### src/sv/sfc_pkg.sv
// ----------------------------------------------------------------------------
// Sensor frame checker package
// Beat types, frame constants and the CRC-16/MODBUS byte update.
// ----------------------------------------------------------------------------
package sfc_pkg;

    localparam int MaxChunkDefault = 100;

    localparam logic [15:0] CRC_INIT       = 16'hFFFF;
    localparam logic [15:0] CRC_POLY       = 16'hA001;
    localparam logic [7:0]  HDR_FIRST      = 8'h42;
    localparam logic [7:0]  HDR_SECOND     = 8'h4D;
    localparam logic [15:0] PART_LEN_FIELD = 16'd28;
    localparam int          GasLen         = 17;
    localparam int          PartLen        = 32;

    localparam logic [1:0] KIND_NONE     = 2'd0;
    localparam logic [1:0] KIND_GAS      = 2'd1;
    localparam logic [1:0] KIND_PARTICLE = 2'd2;

    typedef struct packed {
        logic [7:0] rx_byte;
        logic       chunk_end;
    } item_beat_t;

    typedef struct packed {
        logic [1:0]  frame_kind;
        logic        frame_valid;
        logic [15:0] co2_ppm;
        logic [15:0] tvoc_ppb;
        logic [15:0] hcho_ppb;
        logic [15:0] pm25_value;
    } result_beat_t;

    function automatic logic [15:0] crc_byte(input logic [15:0] crc, input logic [7:0] b);
        logic [15:0] c;
        c = crc ^ {8'h00, b};
        for (int k = 0; k < 8; k++) begin
            if (c[0])
                c = (c >> 1) ^ CRC_POLY;
            else
                c = c >> 1;
        end
        return c;
    endfunction

endpackage

### src/sv/sfc_frame_acc.sv
// ----------------------------------------------------------------------------
// Sensor frame checker frame accumulator
// Tracks position, sum, CRC and captured bytes; forms the result at chunk end.
// ----------------------------------------------------------------------------
module sfc_frame_acc #(
    parameter int MAX_CHUNK = sfc_pkg::MaxChunkDefault
) (
    input  logic                 clk,
    input  logic                 rst_n,
    input  logic                 step,
    input  sfc_pkg::item_beat_t  beat,
    output sfc_pkg::result_beat_t res
);
    import sfc_pkg::*;

    localparam int PosW = $clog2(MAX_CHUNK + 1);

    logic [PosW-1:0] pos_reg, pos_next;
    logic [15:0]     sum_reg, sum_next;
    logic [15:0]     crc_reg, crc_next;
    logic            hdr_reg, hdr_next;
    logic [15:0]     len_reg, len_next;
    logic [7:0]      fb_reg [6];
    logic [7:0]      fb_next [6];
    logic [15:0]     gchk_reg, gchk_next;
    logic [15:0]     pchk_reg, pchk_next;
    logic [2:0]      fb_idx;
    logic            active;
    logic            gas_ok;
    logic            part_ok;

    assign active = pos_reg < PosW'(MAX_CHUNK);
    assign fb_idx = 3'(pos_reg - PosW'(9));

    always_comb
    begin
        pos_next  = pos_reg;
        sum_next  = sum_reg;
        crc_next  = crc_reg;
        hdr_next  = hdr_reg;
        len_next  = len_reg;
        fb_next   = fb_reg;
        gchk_next = gchk_reg;
        pchk_next = pchk_reg;
        if (active) begin
            if (pos_reg == PosW'(0))
                hdr_next = (beat.rx_byte == HDR_FIRST);
            else if (pos_reg == PosW'(1))
                hdr_next = hdr_reg && (beat.rx_byte == HDR_SECOND);
            else if (pos_reg == PosW'(2))
                len_next = {beat.rx_byte, 8'h00};
            else if (pos_reg == PosW'(3))
                len_next = {len_reg[15:8], beat.rx_byte};

            if (pos_reg < PosW'(30))
                sum_next = sum_reg + {8'h00, beat.rx_byte};
            if (pos_reg >= PosW'(2) && pos_reg <= PosW'(14))
                crc_next = crc_byte(crc_reg, beat.rx_byte);
            if (pos_reg >= PosW'(9) && pos_reg <= PosW'(14))
                fb_next[fb_idx] = beat.rx_byte;

            if (pos_reg == PosW'(15))
                gchk_next = {gchk_reg[15:8], beat.rx_byte};
            else if (pos_reg == PosW'(16))
                gchk_next = {beat.rx_byte, gchk_reg[7:0]};
            else if (pos_reg == PosW'(30))
                pchk_next = {beat.rx_byte, pchk_reg[7:0]};
            else if (pos_reg == PosW'(31))
                pchk_next = {pchk_reg[15:8], beat.rx_byte};

            pos_next = pos_reg + PosW'(1);
        end
    end

    assign gas_ok  = (crc_next == gchk_next);
    assign part_ok = hdr_next && (len_next == PART_LEN_FIELD) && (sum_next == pchk_next);

    always_comb
    begin
        res = '0;
        if (pos_next == PosW'(GasLen)) begin
            res.frame_kind  = KIND_GAS;
            res.frame_valid = gas_ok;
            if (gas_ok) begin
                res.co2_ppm  = {fb_next[0], fb_next[1]};
                res.tvoc_ppb = {fb_next[2], fb_next[3]};
                res.hcho_ppb = {fb_next[4], fb_next[5]};
            end
        end else if (pos_next == PosW'(PartLen)) begin
            res.frame_kind  = KIND_PARTICLE;
            res.frame_valid = part_ok;
            if (part_ok)
                res.pm25_value = {fb_next[3], fb_next[4]};
        end
    end

    always_ff @(posedge clk or negedge rst_n)
    begin
        if (!rst_n) begin
            pos_reg  <= '0;
            sum_reg  <= '0;
            crc_reg  <= CRC_INIT;
            hdr_reg  <= 1'b0;
            len_reg  <= '0;
            fb_reg   <= '{default: '0};
            gchk_reg <= '0;
            pchk_reg <= '0;
        end else if (step) begin
            if (beat.chunk_end) begin
                pos_reg  <= '0;
                sum_reg  <= '0;
                crc_reg  <= CRC_INIT;
                hdr_reg  <= 1'b0;
                len_reg  <= '0;
                fb_reg   <= '{default: '0};
                gchk_reg <= '0;
                pchk_reg <= '0;
            end else begin
                pos_reg  <= pos_next;
                sum_reg  <= sum_next;
                crc_reg  <= crc_next;
                hdr_reg  <= hdr_next;
                len_reg  <= len_next;
                fb_reg   <= fb_next;
                gchk_reg <= gchk_next;
                pchk_reg <= pchk_next;
            end
        end
    end

endmodule

### config.mk
export PLATFORM = sky130hd
export DESIGN_NAME = sfc_frame_acc
export DESIGN_NICKNAME = d
export VERILOG_FILES = /design/src/sv/sfc_pkg.sv /design/src/sv/sfc_frame_acc.sv
export SDC_FILE = /design/constraint.sdc
export NUM_CORES = 1
export LEC_CHECK = 0
export ABC_AREA = 1
export BUFFER_PORTS_ARGS = -buffer_cell sky130_fd_sc_hd__buf_2
export CORE_UTILIZATION = 33
export DETAILED_ROUTE_END_ITERATION = 16
export GPL_ROUTABILITY_DRIVEN = 0
export PLACE_DENSITY_LB_ADDON = 0.3
export SKIP_LAST_GASP = 1
export SLEW_MARGIN = 5
export SYNTH_ARGS = -nofsm -noshare
export SYNTH_HDL_FRONTEND = slang
export SYNTH_SLANG_ARGS = --single-unit
### constraint.sdc
create_clock -name clk -period 4.8 [get_ports clk]
set_input_delay 0.96 -clock clk [delete_from_list [all_inputs] [get_ports clk]]
set_output_delay 0.96 -clock clk [all_outputs]
set_load 0.005 [all_outputs]
==> results of run 1 <==
worst max-delay path by stage:
stage	end	slack [ns]
floorplan	res[10]	0.50
global placement	res[1]	0.20
detailed placement	res[7]	0.14
CTS	res[7]	0.08
global route	res[3]	-0.007
finish	res[52]	0.24
final cells by class:
class	instances	area [sq um]	share of cell area (%)
sequential	136	3420	34.5
timing repair buffer	109	654	6.59
clock buffer	18	429	4.32
tap	330	413	4.16
inverter	135	508	5.11
multi-input combinational	836	4360	43.9
clock inverter	14	149	1.50
cell usage after synthesis, types with 11 or more instances:
cell        n  area share [%]
dfstp_2    16             4.9
xnor2_1    22             2.3
nor2_1    104             4.6
inv_1     132             5.8
nand3_1    51             3.0
nor2_2     15             1.1
buf_2      13            0.76
dfrtp_1   120              35
clkbuf_1   40             1.8
nand2_1   310              14
o22ai_1    81             5.9
o21ai_0   130             7.6
o21ai_1    17            0.99
a22o_1     13             1.3
xor2_1     13             1.3
ha_1       11             1.6
nor2_4     12             1.6
cells by family after synthesis:
kind of cell,after synthesis,share of synthesized area (%)
buf+inv,198,9.62
fa+ha+maj,12,1.84
xor+xnor,41,4.79
compound gates,258,17.2
flops,136,40.0
simple gates,524,26.6
metal layers:
layer	global-route usage, %	vias to the layer above
met1	25.8	3659
met4	5.82	0
met2	30.2	221
met5	0	-
li1	-	3961
met3	4.06	39
repair_timing:
item | CTS | global route
pin swaps | 0 | 2
setup endpoints to repair | 17 | 65
resized for setup | 0 | 11
setup buffers | 1 | 0
gates cloned | 0 | 1
report_power, final:
group          internal (mW)  switching, mW
registers               1.24         0.0628
clock network          0.768          0.534
logic                  0.359          0.610
stage by stage:
stage                     setup WS (ns)  utilization [%]  cells  hold WS, ns  power (mW)
final                             0.236             39.2   1578        0.478        3.58
after CTS                        0.0825             39.1   1577        0.484        3.59
after detailed placement          0.136             36.7   1544        0.468        2.27
after global placement            0.201             36.7   1544        0.461        2.27
after floorplan                   0.501                -   1169        0.448        2.05
after global routing           -0.00731             39.2   1578        0.507        3.79
layout by cell type (no fill, tap or decap), types with 16 or more instances in the layout:
master and instances:
buf_2 77, buf_4 29, clkbuf_16 17, dfrtp_1 119
dfstp_2 16, inv_1 130, nand2_1 309, nand3_1 48
nor2_1 101, nor2_2 18, o21ai_0 129, o21ai_1 18
o22ai_1 81, xnor2_1 22
critical path, cell delays in order:
cell	delay, ns
buf_2	0.10
buf_4	0.20
xnor2_1	0.41
xnor2_2	0.18
xor2_1	0.26
xor2_1	0.27
nand2_1	0.13
nand2_1	0.08
nand2_1	0.05
nand3_1	0.10
nand2_1	0.09
nand2_1	0.08
nand2_1	0.06
nand2_2	0.08
buf_12	0.25
nor2_1	0.11
buf_2	0.14
==> flow_summary.ini, run 1 <==
[status]
outcome = completed

[clock_tree]
insertion_delay_ns = 0.43
clk_pin_slew_worst_paths_ns = 0.06
clkSinkCount = 136
clockBufferDepth = 2
root_buffer = clkbuf_16
htreeDepth = 4
tritoncts = done
holdBufCountCts = 0
cts_inserted_buffers = 17

[final_layout]
largest_reg_flops = 48
areaGrowthSynthToFinish_pct = 16.1
fin_area_sq_um = 9940
antenna_cells = 0
fillCellCount = 2629
layout-drive-gt1-share_pct = 17.1
nNetsFinal = 1259

[route]
drc_errors = 0
wl_met2_mm = 11.0
wire_per_inst_um = 15.4
drt-pass1-iter-count = 7
wirelength_mm = 24.4
postRouteAntennaNets = 0
via_per_inst = 4.99
wl_met1_mm = 11.5
maxUsedRoutingLayer = met4
vias = 7880
met3WireLength_mm = 1.35
drtIter0Drc = 601

[sta]
slew_viol_final = 0
period_needed_ns = 4.56
fin_tns_setup_ns = 0
clock_skew_ns = 0.00948
fin_crit_sh_pct = 95.1
max_freq_mhz = 219
slew_headroom_pct = 23.7
setup_viol = 0
hold_viol_final = 0
tightest_slew_ns = 1.14
rsz0062_at_grt = yes

[synthesis]
synth_ff_type = dfrtp_1
ys_types = 45
synth_seq_cells = 136
synth_nets = 1193
synth_edf_count = 0
avgSynthCellArea_sq_um = 7.32
yosysWarningCount = 0
ys_seq_area_share_pct = 40.0
async_flop_share_pct = 100
syn_inst = 1169
synth_area_sq_um = 8560

[grt]
grt_max_degree = 90
gr-total-overflow = 0
track_usage_pct = 19.0
grt_pass1_wl_mm = 39.6
grt_antenna_before_repair = 0
grt_pass1_vias = 7445

[power]
p_per_area_nw_per_um2 = 360
p_leak_nw = 4.85
peakVddDrop_mv = 0.188

[floorplanning]
start_util_pct = 33.8
fp.dieW_um = 163
io-pin-count = 79
die_h_um = 163
rows = 58
die-area_sq_um = 26600
core_sq_um = 25300

[critical_path]
worstPathMaxFanout = 49
timing.rr.end = fb_reg[39]
reg2reg_slack_ns = 2.14
reg2reg_from = pos_reg[2]
worst-r2r-cell-count = 9
crit_arrival_ns = 3.60
critPathLaunchType = input port
crit_start = beat[2]
end_kind = primary output
worstPathRequired_ns = 3.84
critPathKind = input port to primary output

[hold_path]
min_from = fb_reg[25]
holdPathEnd = fb_reg[25]
whs_path_depth = 2
min_path_type = register to register

[placed_design]
place_area_sq_um = 9300
port_buffers = 78
dpl.hpwl_mm = 16.0

[job]
maxCapViolCount = 0
Note: power is estimated with default switching activity, not from simulation.
==> run 2, diff against run 1 <==
Settings changed: CORE_UTILIZATION 33 to 30, GPL_TIMING_DRIVEN from default to 0.
==> flow_summary.ini, run 2 (synthesis gave the netlist of run 1 again) <==
[status]
outcome = completed

[clock_tree]
root_buffer = clkbuf_16
holdBufCountCts = 0
clkSinkCount = 136
htreeDepth = 4
tritoncts = done
insertion_delay_ns = 0.43
clk_pin_slew_worst_paths_ns = 0.06
cts_inserted_buffers = 17
clockBufferDepth = 2

[placed_design]
dpl.hpwl_mm = 19.3
port_buffers = 77
post-place-cells = 1625

[critical_path]
cp.depth = 19
critPathLaunchType = input port
worstPathMaxFanout = 6
worstPathRequired_ns = 3.84
end_kind = primary output
critPathKind = input port to primary output
timing.rr.end = fb_reg[40]
crit_arrival_ns = 3.65
reg2reg_from = pos_reg[2]
worst-r2r-cell-count = 12
max_stage_delay_ns = 0.42
reg2reg_slack_ns = 2.06
path_buf_inv = 5
critPathTopFamily = simple AND/OR/NAND/NOR gates
cp_cell_sequence = buf_6, ha_4, inv_1, fa_2, inv_2, nand3_1, nand2_1, nand4_1, o211ai_1, nand3_2, nand2_2, nand2_2, xnor2_1, nand4_1, nor2_2, nand4_4, buf_12, nor2_1, buf_2
slowest_stage = fa_2

[floorplanning]
io-pin-count = 79
fp.dieW_um = 171
rows = 61
start_util_pct = 30.7
die_h_um = 171
die-area_sq_um = 29200
core_sq_um = 27900

[sta]
hold_viol_final = 0
slew_headroom_pct = 48.5
clock_skew_ns = 0.0148
fin_crit_sh_pct = 96.1
tightest_slew_ns = 0.764
slew_viol_final = 0
max_freq_mhz = 217
period_needed_ns = 4.61
setup_viol = 0

[grt]
grt_pass1_wl_mm = 43.0
grt_max_degree = 90
gr-total-overflow = 0
grt_pass1_vias = 7688
grt_antenna_before_repair = 0
track_usage_pct = 19.4

[final_layout]
antenna_cells = 0
layout_common_cells = nand2_1 (304), o21ai_0 (127), inv_1 (125)
mostFrequentLayoutCell = nand2_1
areaGrowthSynthToFinish_pct = 21.6
nNetsFinal = 1308
largest_reg_flops = 48
layout-drive-gt1-share_pct = 19.5
layout.cells.non_filler = 1673
multi_input_area_sq_um = 4460
fillCellCount = 3010
seqCellArea_sq_um = 3430

[route]
drtIter0Drc = 506
postRouteAntennaNets = 0
wl_met1_mm = 13.1
met3WireLength_mm = 1.04
drt-pass1-iter-count = 5
maxUsedRoutingLayer = met4
vias = 8211
via_per_inst = 4.91
wire_per_inst_um = 16.4
wl_met2_mm = 12.8
drc_errors = 0
wirelength_mm = 27.4

[power]
peakVddDrop_mv = 0.285
power_mw = 3.68
p_leak_nw = 4.96
p_per_area_nw_per_um2 = 353

[hold_path]
min_path_type = input port to asynchronous set/reset pin

[job]
maxCapViolCount = 0
## run 2: cell types whose count changed in the layout (fill, tap and decap cells not counted), sizes merged
cell / change
buf: +9
clkinv: -1
inv: -4
clkbuf: +42
clkinvlp: +2
nand2: -1
## run 2: stage by stage
| step | utilization [%] | hold slack, ns | setup slack (ns) | TNS (ns) | area (sq um) |
|---|---|---|---|---|---|
| 2_1_floorplan | - | 0.448 | 0.501 | 0 | 8560 |
| 6_report | 37.3 | 0.482 | 0.185 | 0 | 10400 |
| 4_1_cts | 36.4 | 0.484 | 0.00168 | 0 | 10200 |
| 5_1_grt | 37.3 | 0.493 | -0.000235 | -0.000444 | 10400 |
| 3_3_place_gp | 33.7 | 0.461 | -0.989 | -15.60 | 9420 |
| 3_5_place_dp | 33.8 | 0.469 | -1.07 | -17.02 | 9450 |
## run 2: area by class of cell
type,count,area share [%]
multi-input combinational,835,42.8
sequential,136,32.9
timing repair buffer,96,5.89
inverter,135,4.97
tap,378,4.54
clock buffer,19,4.35
buffer,63,3.38
clock inverter,11,1.19
## run 2: what timing repair did
action | in CTS | in global routing
buffers inserted | 7 | 10
gates cloned | 1 | 0
endpoints found under the setup margin | 17 | 65
gates resized for setup | 16 | 52
pin swaps | 4 | 18
## run 2: how the worst max path moves through the flow
stage | start | endpoint | slack, ns
finish | beat[1] | res[3] | 0.19
global route | beat[5] | res[62] | -0.0002
CTS | beat[1] | res[0] | 0.002
detailed placement | beat[2] | res[11] | -1.07
global placement | beat[2] | res[6] | -0.99
floorplan | beat[2] | res[10] | 0.50
## run 2: layer usage
metal / track usage [%] / up-vias
met5: 0 / -
met4: 4.97 / 0
met3: 3.15 / 30
met2: 31.9 / 193
met1: 26.5 / 3937
li1: - / 4051
## run 2: worst register-to-register path: cells and delay by family, from the launching register on
family	cells	cell delay, ns
and+or+nand+nor	6	1.06
buffers and inverters	4	0.75
AOI/OAI and AO/OA	2	0.47
DFF	1	0.37
## run 2: report_power, final
group | leakage [nW] | internal [mW] | switching [mW]
Sequential | 1.83 | 1.24 | 0.0667
Clock | 0.289 | 0.787 | 0.534
Combinational | 2.84 | 0.396 | 0.652
==> run 3, diff against run 2 <==
Settings changed: ABC_CLOCK_PERIOD_IN_PS from default to 4700, CORE_UTILIZATION 30 to 25.
Clock period 4.8 ns to 4.7 ns, I/O delays scaled along.
==> flow_summary.ini, run 3 (synthesis gave the netlist of run 1 again) <==
[status]
outcome = completed

[floorplanning]
rows = 67
die_h_um = 187
io-pin-count = 79
fp.dieW_um = 187
die-area_sq_um = 35000
core_sq_um = 33600
start_util_pct = 25.5

[final_layout]
areaGrowthSynthToFinish_pct = 23.5
layout-drive-gt1-share_pct = 20.0
largest_reg_flops = 48
antenna_cells = 0
layout_common_cells = nand2_1 (305), o21ai_0 (127), inv_1 (126)
mostFrequentLayoutCell = nand2_1
fin_area_sq_um = 10600
multi_input_area_sq_um = 4530
seqCellArea_sq_um = 3430
fillCellCount = 3619
nNetsFinal = 1309

[power]
p_per_area_nw_per_um2 = 357
peakVddDrop_mv = 0.292
p_leak_nw = 4.96

[route]
drc_errors = 0
wirelength_mm = 28.4
via_per_inst = 4.70
drtIter0Drc = 625
wire_per_inst_um = 16.3
vias = 8203
drt-pass1-iter-count = 5
postRouteAntennaNets = 0

[placed_design]
dpl.hpwl_mm = 19.9
place_area_sq_um = 9550
pre_cts_slack_ns = -1.13
port_buffers = 77

[critical_path]
path_buf_inv = 5
critPathLaunchType = input port
cp_cell_sequence = buf_6, ha_4, inv_2, fa_2, inv_2, nand3_2, nand2_2, nand4_1, o211ai_1, nand3_1, nand2_1, nand2_2, xnor2_2, nand4_1, nor2_2, nand4_4, buf_12, nor2_4, buf_2
max_stage_delay_ns = 0.41
worstPathRequired_ns = 3.76
worstPathMaxFanout = 6
crit_arrival_ns = 3.64
critPathKind = input port to primary output
critPathTopFamily = simple AND/OR/NAND/NOR gates
end_kind = primary output
slowest_stage = fa_2

[grt]
grt_pass1_wl_mm = 44.7
grt_antenna_before_repair = 0
gr-total-overflow = 0
grt_pass1_vias = 7907
track_usage_pct = 16.5
grt_max_degree = 77

[sta]
fin_tns_setup_ns = 0
tightest_slew_ns = 0.747
period_needed_ns = 4.58
slew_headroom_pct = 50.2
postLayoutSetupSlackWorst_ns = 0.118
rsz0062_at_grt = yes
fin_crit_sh_pct = 97.5
hold_viol_final = 0
slew_viol_final = 0
setup_viol = 0
max_freq_mhz = 218
clock_skew_ns = 0.0154

[clock_tree]
clockBufferDepth = 2
tritoncts = done
clk_pin_slew_worst_paths_ns = 0.06
holdBufCountCts = 0
htreeDepth = 4
cts_inserted_buffers = 17
clkSinkCount = 136
insertion_delay_ns = 0.43
root_buffer = clkbuf_16

[job]
maxCapViolCount = 0

[hold_path]
min_path_type = input port to asynchronous set/reset pin
run 3: path summary, 6_finish.rpt:
kind                                  from         end  slack [ns]  depth (start not counted)
worst max-delay path               beat[1]      res[1]        0.12                         19
worst min-delay path                 rst_n  sum_reg[7]        0.48                          1
worst max register to register  pos_reg[2]  fb_reg[43]        2.01                         12
worst min register to register  fb_reg[30]  fb_reg[30]        0.48                          2
max in group asynchronous            rst_n  crc_reg[9]        3.43                          2
min in group clk                fb_reg[30]  fb_reg[30]        0.48                          2
run 3: power breakdown:
part	total, mW	internal, mW	switching, mW	leakage (nW)
Clock	1.36	0.788	0.568	0.280
Sequential	1.34	1.27	0.0690	1.83
Combinational	1.08	0.406	0.677	2.85
run 3: per-layer routing:
layer  track usage (%)  up-vias  share of wire, %
li1                  -     4048                 -
met1              22.1     3877                47
met2              26.7      239                46
met3              2.72       37               4.6
met4              5.30        2               2.2
met5             0.962        -              0.16
run 3: area by class of cell:
class	count	share of cell area, %
inverter	135	4.89
clock buffer	19	4.09
sequential	136	32.4
clock inverter	12	1.37
tap	448	5.30
timing repair buffer	99	6.02
multi-input combinational	835	42.9
buffer	61	3.06
run 3: repair_timing:
| action | in CTS | in global routing |
|---|---|---|
| resized for setup | 20 | 64 |
| pin swaps | 5 | 16 |
| gates cloned | 1 | 0 |
| setup endpoints to repair | 65 | 65 |
| setup buffers | 7 | 13 |
run 3: stage by stage:
step	utilization, %	hold slack (ns)	cells	power, mW
4_1_cts	30.6	0.483	1733	3.74
3_5_place_dp	28.4	0.468	1695	2.35
3_3_place_gp	28.3	0.461	1694	2.34
5_1_grt	31.5	0.502	1745	3.99
6_report	31.5	0.479	1745	3.78
2_1_floorplan	-	0.448	1169	2.10
